`src/design/qdt_pkg.sv`:
```
`timescale 1ns / 1ps

package qdt_pkg;

	localparam logic [7:0] CH_NUL       = 8'h00;
	localparam logic [7:0] CH_BACKSLASH = 8'h5C;
	localparam logic [7:0] CH_DQUOTE    = 8'h22;
	localparam logic [7:0] CH_SQUOTE    = 8'h27;

	localparam logic KIND_CHAR = 1'b0;
	localparam logic KIND_END  = 1'b1;

	localparam int unsigned CFG_IDX_W  = 3;
	localparam int unsigned CFG_DATA_W = 64;

	localparam logic [CFG_IDX_W-1:0] CFG_DELIM0   = 3'd0;
	localparam logic [CFG_IDX_W-1:0] CFG_DELIM1   = 3'd1;
	localparam logic [CFG_IDX_W-1:0] CFG_DELIM2   = 3'd2;
	localparam logic [CFG_IDX_W-1:0] CFG_DELIM3   = 3'd3;
	localparam logic [CFG_IDX_W-1:0] CFG_ALLOW_DQ = 3'd4;
	localparam logic [CFG_IDX_W-1:0] CFG_ALLOW_SQ = 3'd5;
	localparam logic [CFG_IDX_W-1:0] CFG_ALLOW_ES = 3'd6;

	localparam logic [CFG_DATA_W-1:0] DELIM0_RESET = 64'h0000_0001_0000_0000;

	typedef struct packed {
		logic [7:0] char_code;
		logic       string_end;
	} in_item_t;

	typedef struct packed {
		logic       result_kind;
		logic [7:0] token_char;
		logic [7:0] open_delim;
		logic [7:0] close_delim;
	} out_item_t;

	// Character together with the flags the front end derives from it.
	typedef struct packed {
		logic [7:0] code;
		logic       at_end;
		logic       delim;
		logic       bslash;
		logic       dquote;
		logic       squote;
	} cls_t;

	typedef struct packed {
		logic allow_dq;
		logic allow_sq;
		logic allow_esc;
	} opts_t;

endpackage

```
`src/design/qdt_front.sv`:
```
`timescale 1ns / 1ps

module qdt_front import qdt_pkg::*; (
	input  in_item_t     item,
	input  logic [255:0] delim_map,
	output cls_t         cls
);

	always_comb begin
		cls.code   = item.char_code;
		// A zero character ends the string just like the explicit marker.
		cls.at_end = item.string_end || (item.char_code == CH_NUL);
		cls.delim  = delim_map[item.char_code];
		cls.bslash = (item.char_code == CH_BACKSLASH);
		cls.dquote = (item.char_code == CH_DQUOTE);
		cls.squote = (item.char_code == CH_SQUOTE);
	end

endmodule

```
`src/design/qdt_queue.sv`:
```
`timescale 1ns / 1ps

module qdt_queue import qdt_pkg::*; (
	input  logic clk,
	input  logic arst_n,
	input  logic push,
	input  cls_t push_data,
	output logic full,
	input  logic pop,
	output logic not_empty,
	output cls_t head
);

	cls_t       mem_q [2];
	logic       wr_ptr_q;
	logic       rd_ptr_q;
	logic [1:0] count_q;

	assign full      = (count_q == 2'd2);
	assign not_empty = (count_q != 2'd0);
	assign head      = mem_q[rd_ptr_q];

	always_ff @(posedge clk) begin
		if (push) begin
			mem_q[wr_ptr_q] <= push_data;
		end
	end

	always_ff @(posedge clk or negedge arst_n) begin
		if (!arst_n) begin
			wr_ptr_q <= 1'b0;
			rd_ptr_q <= 1'b0;
			count_q  <= 2'd0;
		end else begin
			if (push) begin
				wr_ptr_q <= ~wr_ptr_q;
			end
			if (pop) begin
				rd_ptr_q <= ~rd_ptr_q;
			end
			if (push && !pop) begin
				count_q <= count_q + 2'd1;
			end else if (pop && !push) begin
				count_q <= count_q - 2'd1;
			end
		end
	end

endmodule

```
`src/design/qdt_back.sv`:
```
`timescale 1ns / 1ps

module qdt_back import qdt_pkg::*; (
	input  logic      clk,
	input  logic      arst_n,
	input  opts_t     opts,
	input  logic      entry_valid,
	input  cls_t      entry,
	output logic      entry_pop,
	output logic      out_valid,
	input  logic      out_stall,
	output out_item_t out_data
);

	logic       esc_q;
	logic       in_dq_q;
	logic       in_sq_q;
	logic       in_tok_q;
	logic       may_begin_q;
	logic       nonempty_q;
	logic [7:0] last_q;
	logic       skipping_q;

	logic       out_valid_q;
	out_item_t  out_data_q;

	logic       esc_n;
	logic       in_dq_n;
	logic       in_sq_n;
	logic       in_tok_n;
	logic       may_begin_n;
	logic       nonempty_n;
	logic [7:0] last_n;
	logic       skipping_n;
	logic       emit;
	out_item_t  res;
	logic       was_esc;
	logic       starts_esc;
	logic       quote_hit;

	assign entry_pop = entry_valid && (!out_valid_q || !out_stall);
	assign out_valid = out_valid_q;
	assign out_data  = out_data_q;

	always_comb begin
		esc_n       = esc_q;
		in_dq_n     = in_dq_q;
		in_sq_n     = in_sq_q;
		in_tok_n    = in_tok_q;
		may_begin_n = may_begin_q;
		nonempty_n  = nonempty_q;
		last_n      = last_q;
		skipping_n  = skipping_q;
		emit        = 1'b0;
		res         = '0;
		was_esc     = esc_q;
		starts_esc  = entry.bslash && !esc_q && opts.allow_esc;
		quote_hit   = 1'b0;

		if (entry.at_end) begin
			if (nonempty_q) begin
				emit            = 1'b1;
				res.result_kind = KIND_END;
				res.open_delim  = last_q;
			end
			esc_n       = 1'b0;
			in_dq_n     = 1'b0;
			in_sq_n     = 1'b0;
			in_tok_n    = 1'b0;
			may_begin_n = 1'b1;
			nonempty_n  = 1'b0;
			last_n      = CH_NUL;
			skipping_n  = 1'b1;
		end else if (skipping_q && entry.delim) begin
			last_n = entry.code;
		end else begin
			skipping_n = 1'b0;

			if (entry.dquote && !in_sq_q && !was_esc && opts.allow_dq) begin
				quote_hit = 1'b1;
				if (in_dq_q) begin
					in_dq_n         = 1'b0;
					emit            = 1'b1;
					res.result_kind = KIND_END;
					res.open_delim  = CH_DQUOTE;
					res.close_delim = CH_DQUOTE;
					nonempty_n      = 1'b0;
				end else begin
					in_dq_n     = 1'b1;
					may_begin_n = 1'b1;
				end
			end
			if (entry.squote && !in_dq_n && !was_esc && opts.allow_sq) begin
				quote_hit = 1'b1;
				if (in_sq_q) begin
					in_sq_n         = 1'b0;
					emit            = 1'b1;
					res.result_kind = KIND_END;
					res.open_delim  = CH_SQUOTE;
					res.close_delim = CH_SQUOTE;
					nonempty_n      = 1'b0;
				end else begin
					in_sq_n     = 1'b1;
					may_begin_n = 1'b1;
				end
			end

			if ((entry.delim && !in_dq_n && !in_sq_n && !was_esc) || quote_hit) begin
				may_begin_n = 1'b1;
				in_tok_n    = 1'b0;
				if (nonempty_n) begin
					emit            = 1'b1;
					res.result_kind = KIND_END;
					res.open_delim  = last_q;
					res.close_delim = entry.code;
				end
				nonempty_n = 1'b0;
				last_n     = entry.code;
			end else begin
				if (may_begin_n) begin
					in_tok_n    = 1'b1;
					may_begin_n = 1'b0;
				end
				// The backslash that opens an escape is swallowed.
				if (in_tok_n && !starts_esc) begin
					emit            = 1'b1;
					res.result_kind = KIND_CHAR;
					res.token_char  = entry.code;
					nonempty_n      = 1'b1;
				end
			end

			esc_n = starts_esc;
		end
	end

	always_ff @(posedge clk) begin
		if (entry_pop && emit) begin
			out_data_q <= res;
		end
	end

	always_ff @(posedge clk or negedge arst_n) begin
		if (!arst_n) begin
			esc_q       <= 1'b0;
			in_dq_q     <= 1'b0;
			in_sq_q     <= 1'b0;
			in_tok_q    <= 1'b0;
			may_begin_q <= 1'b1;
			nonempty_q  <= 1'b0;
			last_q      <= CH_NUL;
			skipping_q  <= 1'b1;
			out_valid_q <= 1'b0;
		end else begin
			if (entry_pop) begin
				esc_q       <= esc_n;
				in_dq_q     <= in_dq_n;
				in_sq_q     <= in_sq_n;
				in_tok_q    <= in_tok_n;
				may_begin_q <= may_begin_n;
				nonempty_q  <= nonempty_n;
				last_q      <= last_n;
				skipping_q  <= skipping_n;
				out_valid_q <= emit;
			end else if (!out_stall) begin
				out_valid_q <= 1'b0;
			end
		end
	end

	a_end_clears: assert property (@(posedge clk) disable iff (!arst_n)
		entry_pop && entry.at_end |=> skipping_q && may_begin_q && !nonempty_q && !esc_q)
		else $error("state not cleared after end of string");

	a_tok_flags: assert property (@(posedge clk) disable iff (!arst_n)
		in_tok_q != may_begin_q)
		else $error("token start and inside-token flags disagree");

	a_one_quote: assert property (@(posedge clk) disable iff (!arst_n)
		!(in_dq_q && in_sq_q))
		else $error("inside both quote kinds at once");

	a_nonempty_in_tok: assert property (@(posedge clk) disable iff (!arst_n)
		nonempty_q |-> in_tok_q)
		else $error("nonempty token while not inside a token");

endmodule

```
`src/design/quoted_delimiter_tokenizer.sv`:
```
`timescale 1ns / 1ps

// Quoted-string tokenizer.
// Input channel (in_valid / in_stall / in_data): one beat per character, or an
// end-of-string beat (string_end set, or a zero character). Output channel
// (out_valid / out_stall / out_data): zero or one result beat per input beat,
// either a token character or a token end carrying its opening and closing
// delimiter characters.
// Configuration: write cfg_data to register cfg_index with cfg_we while idle.
// Indexes 0 to 3 hold the delimiter bit map, 4 to 6 the double-quote,
// single-quote and backslash-escape enables; other indexes are ignored.
// Path: a result passes the queue and then the back end's output register.
// Throughput: one character per cycle while out_stall is low, set by the
// back-end state update; a two-entry queue lies between classification and it.
// When the receiver stalls, the output register holds its beat, the queue
// fills, and in_stall rises once both queue entries are taken.
// Reset clears the tokenizer state and the queue and loads the register
// defaults: only the space character is a delimiter, all features enabled.
module quoted_delimiter_tokenizer import qdt_pkg::*; (
	input  logic                  clk,
	input  logic                  arst_n,
	input  logic                  in_valid,
	output logic                  in_stall,
	input  in_item_t              in_data,
	output logic                  out_valid,
	input  logic                  out_stall,
	output out_item_t             out_data,
	input  logic                  cfg_we,
	input  logic [CFG_IDX_W-1:0]  cfg_index,
	input  logic [CFG_DATA_W-1:0] cfg_data
);

	logic [CFG_DATA_W-1:0] delim_q [4];
	opts_t                 opts_q;

	cls_t cls;
	cls_t head;
	logic full;
	logic not_empty;
	logic pop;
	logic push;

	always_ff @(posedge clk or negedge arst_n) begin
		if (!arst_n) begin
			delim_q[0]       <= DELIM0_RESET;
			delim_q[1]       <= '0;
			delim_q[2]       <= '0;
			delim_q[3]       <= '0;
			opts_q.allow_dq  <= 1'b1;
			opts_q.allow_sq  <= 1'b1;
			opts_q.allow_esc <= 1'b1;
		end else if (cfg_we) begin
			unique case (cfg_index)
				CFG_DELIM0:   delim_q[0] <= cfg_data;
				CFG_DELIM1:   delim_q[1] <= cfg_data;
				CFG_DELIM2:   delim_q[2] <= cfg_data;
				CFG_DELIM3:   delim_q[3] <= cfg_data;
				CFG_ALLOW_DQ: opts_q.allow_dq  <= cfg_data[0];
				CFG_ALLOW_SQ: opts_q.allow_sq  <= cfg_data[0];
				CFG_ALLOW_ES: opts_q.allow_esc <= cfg_data[0];
				default: begin
				end
			endcase
		end
	end

	assign in_stall = full;
	assign push     = in_valid && !full;

	qdt_front u_front (
		.item      (in_data),
		.delim_map ({delim_q[3], delim_q[2], delim_q[1], delim_q[0]}),
		.cls       (cls)
	);

	qdt_queue u_queue (
		.clk       (clk),
		.arst_n    (arst_n),
		.push      (push),
		.push_data (cls),
		.full      (full),
		.pop       (pop),
		.not_empty (not_empty),
		.head      (head)
	);

	qdt_back u_back (
		.clk         (clk),
		.arst_n      (arst_n),
		.opts        (opts_q),
		.entry_valid (not_empty),
		.entry       (head),
		.entry_pop   (pop),
		.out_valid   (out_valid),
		.out_stall   (out_stall),
		.out_data    (out_data)
	);

endmodule

```
`config.mk`:
```
export PLATFORM = sky130hd
export DESIGN_NAME = quoted_delimiter_tokenizer
export DESIGN_NICKNAME = d
export VERILOG_FILES = /design/src/design/qdt_pkg.sv /design/src/design/qdt_front.sv /design/src/design/qdt_queue.sv /design/src/design/qdt_back.sv /design/src/design/quoted_delimiter_tokenizer.sv
export SDC_FILE = /design/constraint.sdc
export NUM_CORES = 1
export LEC_CHECK = 0
export BUFFER_PORTS_ARGS = -buffer_cell sky130_fd_sc_hd__buf_4
export CAP_MARGIN = 0
export CORE_ASPECT_RATIO = 1.5
export CORE_MARGIN = 10
export CORE_UTILIZATION = 40
export DETAILED_ROUTE_END_ITERATION = 8
export PLACE_DENSITY_LB_ADDON = 0.1
export SLEW_MARGIN = 20
export SYNTH_ARGS = -nofsm -noshare
export SYNTH_HDL_FRONTEND = slang
export SYNTH_SLANG_ARGS = --single-unit
```
`constraint.sdc`:
```
create_clock -name clk -period 4.8 [get_ports clk]
set_input_delay 0.24 -clock clk [delete_from_list [all_inputs] [get_ports clk]]
set_output_delay 0.24 -clock clk [all_outputs]
set_load 0.01 [all_outputs]
```
* Yosys cells after proc, flatten, opt, wreduce, memory -nomap -nowiden
Memories as Yosys holds them, arrays and structs flattened.
Index checks and enable logic that the tools add are counted.
** Storage, ports and cells
- Register bits :: 304
- Bits in latches :: 0
- Memory bits (writable) :: 26
- Bits in read-only memories :: 0
- Bits of input ports :: 81
- Output and inout bits :: 27
- Logic and storage cells :: 174
- Memories :: 1
** Operators by class
- Add/sub/neg operators :: 2
- $mul :: 0
- Div/mod/pow operators :: 0
- Order comparisons :: 1
- Equality and inequality tests :: 12
- Shift operators :: 0
- Muxes and demuxes :: 85
- Bitwise operators :: 3
- Reductions and logical operators :: 47
** Memories
- u_queue.mem_q :: words 2, width 13, read ports 1, clocked after Yosys merged registers in 0, wr ports 1, line qdt_queue.sv:14 : cls_t mem_q [2];
** Operator list (number)
- $mux W16 :: 5
- $mux W1 :: 68
- $mux W8 :: 6
- $mux W25 :: 1
- $logic_and A1 B1 Y1 :: 18
- $reduce_and A2 Y1 :: 9
- $eq A8 B6 Y1 const B :: 2
- $mux W14 :: 1
- $logic_not A1 Y1 :: 10
- $eq A3 B3 Y1 const B :: 3
- $lt A8 B9 Y1 const B :: 1
- $mux W9 :: 1
- $bmux W1 S8 :: 1
- $eq A8 B7 Y1 const B :: 1
- $logic_not A8 Y1 :: 1
- $eq A3 B2 Y1 const B :: 2
- $mux W2 :: 2
- $reduce_bool A2 Y1 :: 2
- $reduce_or A4 Y1 :: 1
- $eq A3 B1 Y1 const B :: 1
- $logic_not A3 Y1 :: 1
- $logic_or A1 B1 Y1 :: 3
- $not A1 Y1 :: 3
- $reduce_bool A3 Y1 :: 1
- other kinds (6) :: 6

* Longest topological paths before layout
Gate-level depths: netlist of run 1.
- Depth after elaboration :: 27
- Mapped depth :: 15
- Mapped depth without buffers :: 13

* By module
Synthesis of run 1 repeated with hierarchy kept, for this count alone.
** Unflattened totals
- Cells, all modules :: 972
- Area total of the unflattened synthesis :: 15777.6 µm²
** Modules (own cells, without submodules)
- quoted_delimiter_tokenizer :: instances 1, cells each 554, area each 10348.7 µm², seq. area each 6486.2 µm²
- qdt_front :: instances 1, cells each 205, area each 2401.1 µm², seq. area each 0.0 µm²
- qdt_back :: instances 1, cells each 157, area each 1900.6 µm², seq. area each 1153.6 µm²
- qdt_queue :: instances 1, cells each 56, area each 1127.3 µm², seq. area each 880.8 µm²

* Worst setup path before layout of run 1
OpenSTA, ideal clock, no wires.
- Path kind :: reg2reg
- Start point :: reg opts_q[2] in the netlist's numbering
- End point :: reg u_back.out_data_q, in the netlist u_back.out_data[0] (enable)
- Arrival :: 3775 ps
- Data required time :: 4421 ps
- Setup slack :: 646 ps
- Cell stages (with the launch flop) :: 14
- Period minus slack after synthesis :: 4154 ps
- Cells stage by stage :: dfstp_2 or3b_1 or2_2 inv_1 ha_1 or3b_4 nor2_2 ha_1 nor3_1 a2bb2oi_4 and2_2 or4b_4 buf_6 a31oi_4
** Between the ends
- Cells in the longest elaborated chain, start to end :: 21
- Elaborated cells between the ends (all ways) :: 44
** RTL lines
- from (decl) :: line quoted_delimiter_tokenizer.sv:34 : opts_t opts_q;
- $logic_and A1 B1 Y1 (*) :: line qdt_back.sv:79 : if (entry.dquote && !in_sq_q && !was_esc && opts.allow_dq) begin
- $mux W1 :: line qdt_back.sv:79
- $mux W1 :: line qdt_back.sv:74 : end else if (skipping_q && entry.delim) begin
- $mux W1 :: line qdt_back.sv:60 : if (entry.at_end) begin
- $logic_not A1 Y1 :: line qdt_back.sv:93, qdt_back.sv:108
- $logic_and A1 B1 Y1 (3 in series) :: line qdt_back.sv:93 : if (entry.squote && !in_dq_n && !was_esc && opts.allow_sq) begin
- $mux W1 :: line qdt_back.sv:93
- $mux W1 :: line qdt_back.sv:74
- (+3 left out)
- $mux W1 :: line qdt_back.sv:74
- $mux W1 :: line qdt_back.sv:60
- $logic_and A1 B1 Y1 :: line qdt_back.sv:125 : if (in_tok_n && !starts_esc) begin
- $mux W1 :: line qdt_back.sv:125
- $mux W1 (*) :: line qdt_back.sv:108 : if ((entry.delim && !in_dq_n && !in_sq_n && !was_esc) || quote_hit) begin
- $mux W1 (*) :: line qdt_back.sv:74
- $mux W1 (*) :: line qdt_back.sv:60
- $logic_and A1 B1 Y1 (*) :: line qdt_back.sv:138 : if (entry_pop && emit) begin
- to (signal assigned) :: line qdt_back.sv:139 : out_data_q <= res;
- to (decl) :: line qdt_back.sv:25 : out_item_t out_data_q;
Mark *: on every way between the ends. The rest lies on a longest branch, timed or not. The select of a mux whose other input is x is not followed.
A chain may end at the register's enable or synchronous reset.

* Worst setup path after layout of run 1
- Start point :: reg opts_q[2] in the netlist's numbering
- End point :: reg u_back.out_data_q, in the netlist u_back.out_data[10] (enable)
The elaborated chain is that of the path after synthesis.

==> results of run 1 <==
-- power by group through the flow --
stage                     combinational, mW  sequential [mW]  clock (mW)
after floorplan                        1.45             3.92           0
after global placement                 2.11             3.96           0
after detailed placement               2.14             3.98           0
after CTS                              2.19             3.93        2.71
after global routing                   2.35             4.00        2.81
final                                  2.14             3.92        2.62
-- worst paths after layout --
check	start	end	slack (ns)	depth (start not counted)
hold / removal	cfg_data[18]	delim_q[210]	0.02	2
hold reg to reg	u_queue.count_q[1]	u_queue.count_q[1]	0.49	1
setup reg to reg	opts_q[2]	u_back.out_data[10]	0.64	13
min in group asynchronous	arst_n	u_back.in_dq_q	0.41	2
max in group asynchronous	arst_n	delim_q[254]	3.15	3
setup / recovery	opts_q[2]	u_back.out_data[10]	0.64	13
-- flip-flops by register name, summed over array words and instances, names as in the netlist, 2 cells and up --
register         flops
opts_q               3
u_back.out_data     25
u_back.last_q        8
delim_q            256
u_queue.count_q      2
u_queue.mem_q       26
-- Yosys cell counts, types with 2 or more instances --
cell type  count
dfrtp_1      273
mux4_2        63
nor2b_1        8
mux2_2       272
o21ai_0        6
a21o_1         3
o22ai_1        2
nand4_1        2
nor3_1         6
xor2_1         2
buf_4          2
mux2i_1       21
nor2_1        34
a22oi_1       15
and2_1         6
a22o_1         4
buf_2         14
inv_1          6
dfstp_2        6
nand2b_1       7
o21a_1         3
nand4b_1       3
nand3_1        3
a21oi_1        9
and3_1         4
edfxtp_1      51
or2_2          2
clkbuf_1      36
a31o_2         2
ha_1           3
buf_6          2
a221oi_1       3
nor3b_1        5
xnor2_1        3
nand2_1       17
-- critical path, stage by stage, from the launching register on --
cell and delay, ns:
dfstp_2 0.52, or3b_1 0.38, or2_2 0.34, inv_1 0.07, ha_1 0.25, or3b_4 0.45
nor2_2 0.13, ha_1 0.16, nor3_1 0.07, a2bb2oi_4 0.17, and2_2 0.22, or4b_4 0.56
a31oi_4 0.20, buf_4 0.31
-- metal layers --
metal | vias up | GRT usage | share of wire
met1 | 4477 | 0.185 | 0.41
met2 | 122 | 0.286 | 0.53
met3 | 42 | 0.0279 | 0.036
met5 | - | 0 | 0
met4 | 0 | 0.0429 | 0.021
li1 | 3818 | - | -
-- metrics by stage --
step           area, µm²  hold WS (ns)
2_1_floorplan      14700       -0.0556
3_3_place_gp       16000         0.419
3_5_place_dp       16000         0.403
4_1_cts            17700      0.000543
5_1_grt            17700       0.00114
6_report           17700        0.0189
-- cell families (layout without fill, tap and decap cells) --
family	count (synthesis)	in the layout	share of synthesized area
AO/OA/AOI/OAI	66	66	0.0375
XOR/XNOR	5	5	0.00298
adder cells (fa/ha/maj)	3	3	0.00255
buffers and inverters	62	251	0.0185
flip-flops	330	330	0.579
multiplexers	358	358	0.322
AND/OR/NAND/NOR	105	105	0.0375
-- layout make-up --
class                   count  area, µm²
clock buffers              52       1010
clock inverters             7       86.3
fillers                  3234      18800
inverters                   7       26.3
multi-input cells         537       5930
flip-flops and latches    330       8520
well taps                 484        606
repair buffers            185       1570
==> flow_summary_export.csv, run 1 <==
group,metric,value,unit
floorplanning,start_util,0.402,
clock_network,clockBufferDepth,3,
detailed_routing,wl_per_cell,21.7,µm
cells_and_area,insertedDiodeCount,0,
worst_setup_path,cp-start-kind,"flip-flop",
pwr,p_int,6.31,mW
clock_network,numClockSinks,330,
global_routing,grt-ovfl-total,0,
floorplanning,die-area,45000,µm²
clock_network,cts_max_level,2,
place,dpl.hpwl,22900,µm
clock_network,hold_buffers,63,
clock_network,cts_resized,0,
clock_network,cts-root-buf,"clkbuf_16",
cells_and_area,area_delta_synth_final,20.6,%
global_routing,grt_pass1_wl,55000,µm
detailed_routing,drtPass1Iterations,4,
global_routing,grt_max_degree,116,
timing,tns,0,ns
timing,rsz0062_at_grt,"no",
cells_and_area,layout_common_cells,"273 x dfrtp_1, 272 x mux2_2, 120 x buf_4",
detailed_routing,drtIter0Drc,460,
synth,ys_warn_count,0,
timing,tightest_slew,0.976,ns
outcome,status,"finished clean",
pwr,pwr-share-clk,0.302,
synth,ys_types,66,
pwr,swShare,0.274,
timing,finalMaxSlewViolations,0,
synth,yosys-top-cells-area,"dfrtp_1 46%, mux2_2 21%, edfxtp_1 10%",
global_routing,grt_use_total,0.157,
cells_and_area,final_common_cell,"dfrtp_1",
synth,synthesis.area,14700,µm²
timing,skew,0.0164,ns
synth,synthCells,929,
floorplanning,ioPinCount,108,
pwr,leakage,7.34,nW
pwr,power_frac_seq,0.451,
synth,ys_ff_latch,330,
worst_setup_path,setup.worst_path.end_class,"flip-flop",
synth,synth-main-ff-cell,"dfrtp_1",
timing,setup_ws,0.643,ns
clock_network,cts_tree,"yes",
min_path,hp-class,"in -> reg",
timing,layout_min_cycle_time,4.16,ns
detailed_routing,wl,34800,µm
cells_and_area,layout-drive-gt1-share,0.475,
place,post-place-cells,1480,
place,gp_congestion,0.785,
place,port_buffers,107,
clock_network,clk_pin_slew,0.06,ns
synth,async_flop_share,0.845,
detailed_routing,ant_nets,0,
global_routing,grt_pass1_vias,9276,
timing,finalSetupViolCount,0,
synth,seq_area_frac_synth,0.579,
worst_setup_path,worstSetupPathType,"reg -> reg",
flow_run,maxCapViolations,0,
pwr,power_switching,2.37,mW
timing,hold_viol,0,
detailed_routing,drc,0,
timing,fmax,241,MHz
synth,yosys.area.top_type,"dfrtp_1",
global_routing,antenna_found_initial,0,
detailed_routing,vias,8459,
cells_and_area,stdcell_count,1602,
floorplanning,die_h,255,µm
worst_setup_path,cp.required,4.98,ns
synth,avgSynthCellArea,15.8,µm²
pwr,ir_drop,298,µV
synth,yosysTopAreaCellShare,0.464,
detailed_routing,vias_per_cell,5.28,
synth,syn-num-nets,1013,
place,pre_cts_slack,0.626,ns
cells_and_area,final_nets,1179,
floorplanning,core_region_area,36600,µm²
pwr,power,8.68,mW
pwr,power.density,489,nW/µm²
timing,min_period_over_period,0.866,
clock_network,cts_buffers,34,
timing,relSlewSlack,0.349,
floorplanning,rows,86,
worst_setup_path,crit_fanout,26,
clock_network,insertion_delay,0.52,ns
worst_setup_path,cp.arrival,4.34,ns
floorplanning,die_w,177,µm
cells_and_area,fin_util,0.485,
pwr,comb_power_share,0.246,
synth,synth_edf_count,51,
clock_network,post_cts_buffers,0,
Note: power is estimated with default switching activity, not from simulation.
==> inputs of run 2 (changes only) <==
--- a/config.mk
+++ b/config.mk
@@ -5,6 +5,7 @@
 export SDC_FILE = /design/constraint.sdc
 export NUM_CORES = 1
 export LEC_CHECK = 0
+export ABC_AREA = 1
 export BUFFER_PORTS_ARGS = -buffer_cell sky130_fd_sc_hd__buf_4
 export CAP_MARGIN = 0
 export CORE_ASPECT_RATIO = 1.5
==> flow_summary_export.csv, run 2 <==
group,metric,value,unit
synth,syn-num-nets,1996,
place,port_buffers,107,
detailed_routing,wl_per_cell,16.7,µm
worst_setup_path,rr_worst_depth,18,
detailed_routing,drtPass1Iterations,5,
timing,tns,0,ns
global_routing,grt_pass1_wl,67700,µm
worst_setup_path,setup.worst_path.end_class,"flip-flop",
place,gp_congestion,0.800,
global_routing,grt_use_total,0.178,
detailed_routing,ant_nets,0,
synth,synth-main-ff-cell,"dfrtp_1",
clock_network,cts_resized,0,
clock_network,post_cts_buffers,0,
min_path,min_path_cells,3,
place,pre_cts_slack,1.19,ns
timing,tightest_slew,1.03,ns
detailed_routing,drtIter0Drc,793,
clock_network,clk_pin_slew,0.06,ns
place,place_area,16400,µm²
cells_and_area,stdcell_count,2490,
clock_network,cts_max_level,2,
synth,ys_warn_count,0,
synth,ys_types,43,
clock_network,clockBufferDepth,3,
synth,synth.most_common_cell,"nand2_1",
timing,skew,0.0162,ns
cells_and_area,layout_common_cells,"717 x nand2_1, 273 x dfrtp_1, 269 x o21ai_0",
floorplanning,ioPinCount,108,
global_routing,grt-busiest-layer,"met2",
clock_network,cts_tree,"yes",
floorplanning,die-area,46600,µm²
timing,holdWs,0.0197,ns
timing,rsz0062_at_grt,"no",
synth,async_flop_share,0.845,
floorplanning,die_h,260,µm
synth,ys_ff_latch,330,
synth,yosysTopAreaCellShare,0.447,
synth,seq_area_frac_synth,0.557,
global_routing,grt_max_degree,97,
timing,min_period_over_period,0.746,
synth,yosys-top-cells-area,"dfrtp_1 45%, nand2_1 18%, edfxtp_1 10%",
timing,fmax,279,MHz
timing,hold_viol,0,
floorplanning,core_region_area,37700,µm²
detailed_routing,vias,12200,
cells_and_area,insertedDiodeCount,0,
cells_and_area,fin_util,0.469,
worst_setup_path,crit_fanout,26,
worst_setup_path,worstSetupPathType,"reg -> reg",
global_routing,grt-ovfl-total,0,
clock_network,cts_buffers,35,
outcome,status,"finished clean",
place,dpl.hpwl,26900,µm
pwr,leakage,8.96,nW
pwr,ir_drop,319,µV
pwr,power,8.55,mW
synth,avgSynthCellArea,8.00,µm²
global_routing,met3_usage,0.0259,
timing,layout_min_cycle_time,3.58,ns
worst_setup_path,cp.arrival,3.77,ns
synth,ys_top_cells_by_count,"720 x nand2_1, 273 x dfrtp_1, 269 x o21ai_0",
cells_and_area,final_common_cell,"nand2_1",
flow_run,maxCapViolations,0,
clock_network,insertion_delay,0.53,ns
pwr,power.density,484,nW/µm²
clock_network,cts-root-buf,"clkbuf_16",
detailed_routing,vias_per_cell,4.91,
detailed_routing,drc,0,
timing,finalMaxSlewViolations,0,
cells_and_area,stdcell_area,17700,µm²
cells_and_area,final_nets,2061,
floorplanning,rows,87,
cells_and_area,area_delta_synth_final,15.5,%
global_routing,grt_pass1_vias,12400,
timing,relSlewSlack,0.310,
cells_and_area,largest_register_ffs,256,
detailed_routing,wl,41500,µm
global_routing,met2_usage,0.318,
floorplanning,die_w,180,µm
floorplanning,start_util,0.406,
synth,yosys.area.top_type,"dfrtp_1",
synth,synthesis.area,15300,µm²
place,post-place-cells,2422,
worst_setup_path,cp-start-kind,"flip-flop",
timing,setup_ws,1.22,ns
timing,finalSetupViolCount,0,
min_path,hp-class,"in -> reg",
synth,synth_edf_count,51,
global_routing,antenna_found_initial,0,
cells_and_area,regMostFlops,"delim_q",
clock_network,numClockSinks,330,
global_routing,use_met1,0.214,
synth,synthCells,1912,
cells_and_area,layout-drive-gt1-share,0.102,
worst_setup_path,cp.required,5.00,ns
==> run 2: cell type report <==
| cell class | instances | area, µm² |
|---|---|---|
| Fill cell | 3820 | 20000 |
| Sequential cell | 330 | 8520 |
| Multi-Input combinational cell | 1270 | 5560 |
| Clock buffer | 51 | 1050 |
| Timing Repair Buffer | 128 | 998 |
| Inverter | 212 | 798 |
| Tap cell | 489 | 612 |
| Clock inverter | 10 | 129 |
==> run 2: cells by family (layout without fill, tap and decap cells) <==
kind of cell             Yosys count  in the layout  share of synthesized area
flip-flops                       330            330                      0.557
multiplexers                       8              8                    0.00524
AO/OA/AOI/OAI                    330            330                      0.113
adder cells (fa/ha/maj)            3              3                    0.00245
AND/OR/NAND/NOR                  926            926                      0.238
XOR/XNOR                           3              3                    0.00172
buffers and inverters            312            401                     0.0826
==> run 2: path summary, 6_finish.rpt <==
check | start | end | slack, ns
max | u_queue.rd_ptr_q | u_back.out_data[3] | 1.22
min | cfg_data[33] | delim_q[97] | 0.02
max reg2reg | u_queue.rd_ptr_q | u_back.out_data[3] | 1.22
min reg2reg | delim_q[221] | delim_q[221] | 0.48
max in group asynchronous | arst_n | delim_q[10] | 3.21
min in group asynchronous | arst_n | u_queue.count_q[0] | 0.28
==> run 2: critical path: stages (launching register included) <==
cell	delay [ns]
dfrtp_1	0.77
inv_2	0.14
nand2_1	0.10
nand2_1	0.07
nand2_1	0.12
inv_2	0.05
ha_1	0.29
nor2_1	0.20
nand3_1	0.17
inv_1	0.08
ha_1	0.22
inv_1	0.07
nand3_1	0.09
nand3_2	0.13
inv_1	0.12
nand3_1	0.10
nand3_1	0.09
a21oi_2	0.12
buf_4	0.31
==> run 2: metal layers <==
layer	vias to the layer above	share of wire	routed length, µm
met3	65	0.037	1550
met4	0	0.028	1160
met2	248	0.51	21200
met5	-	0	0
li1	6127	-	-
met1	5783	0.42	17600
==> run 2: timing repair <==
| action | in CTS | in global routing |
|---|---|---|
| setup endpoints to repair | 0 | 0 |
| hold endpoints to repair | 78 | 0 |
| hold buffers | 7 | 0 |
==> run 2: report_power, final <==
| group | total [mW] | switching [mW] | internal [mW] |
|---|---|---|---|
| clock | 2.80 | 1.12 | 1.68 |
| sequential | 3.86 | 0.322 | 3.54 |
| combinational | 1.89 | 1.19 | 0.698 |
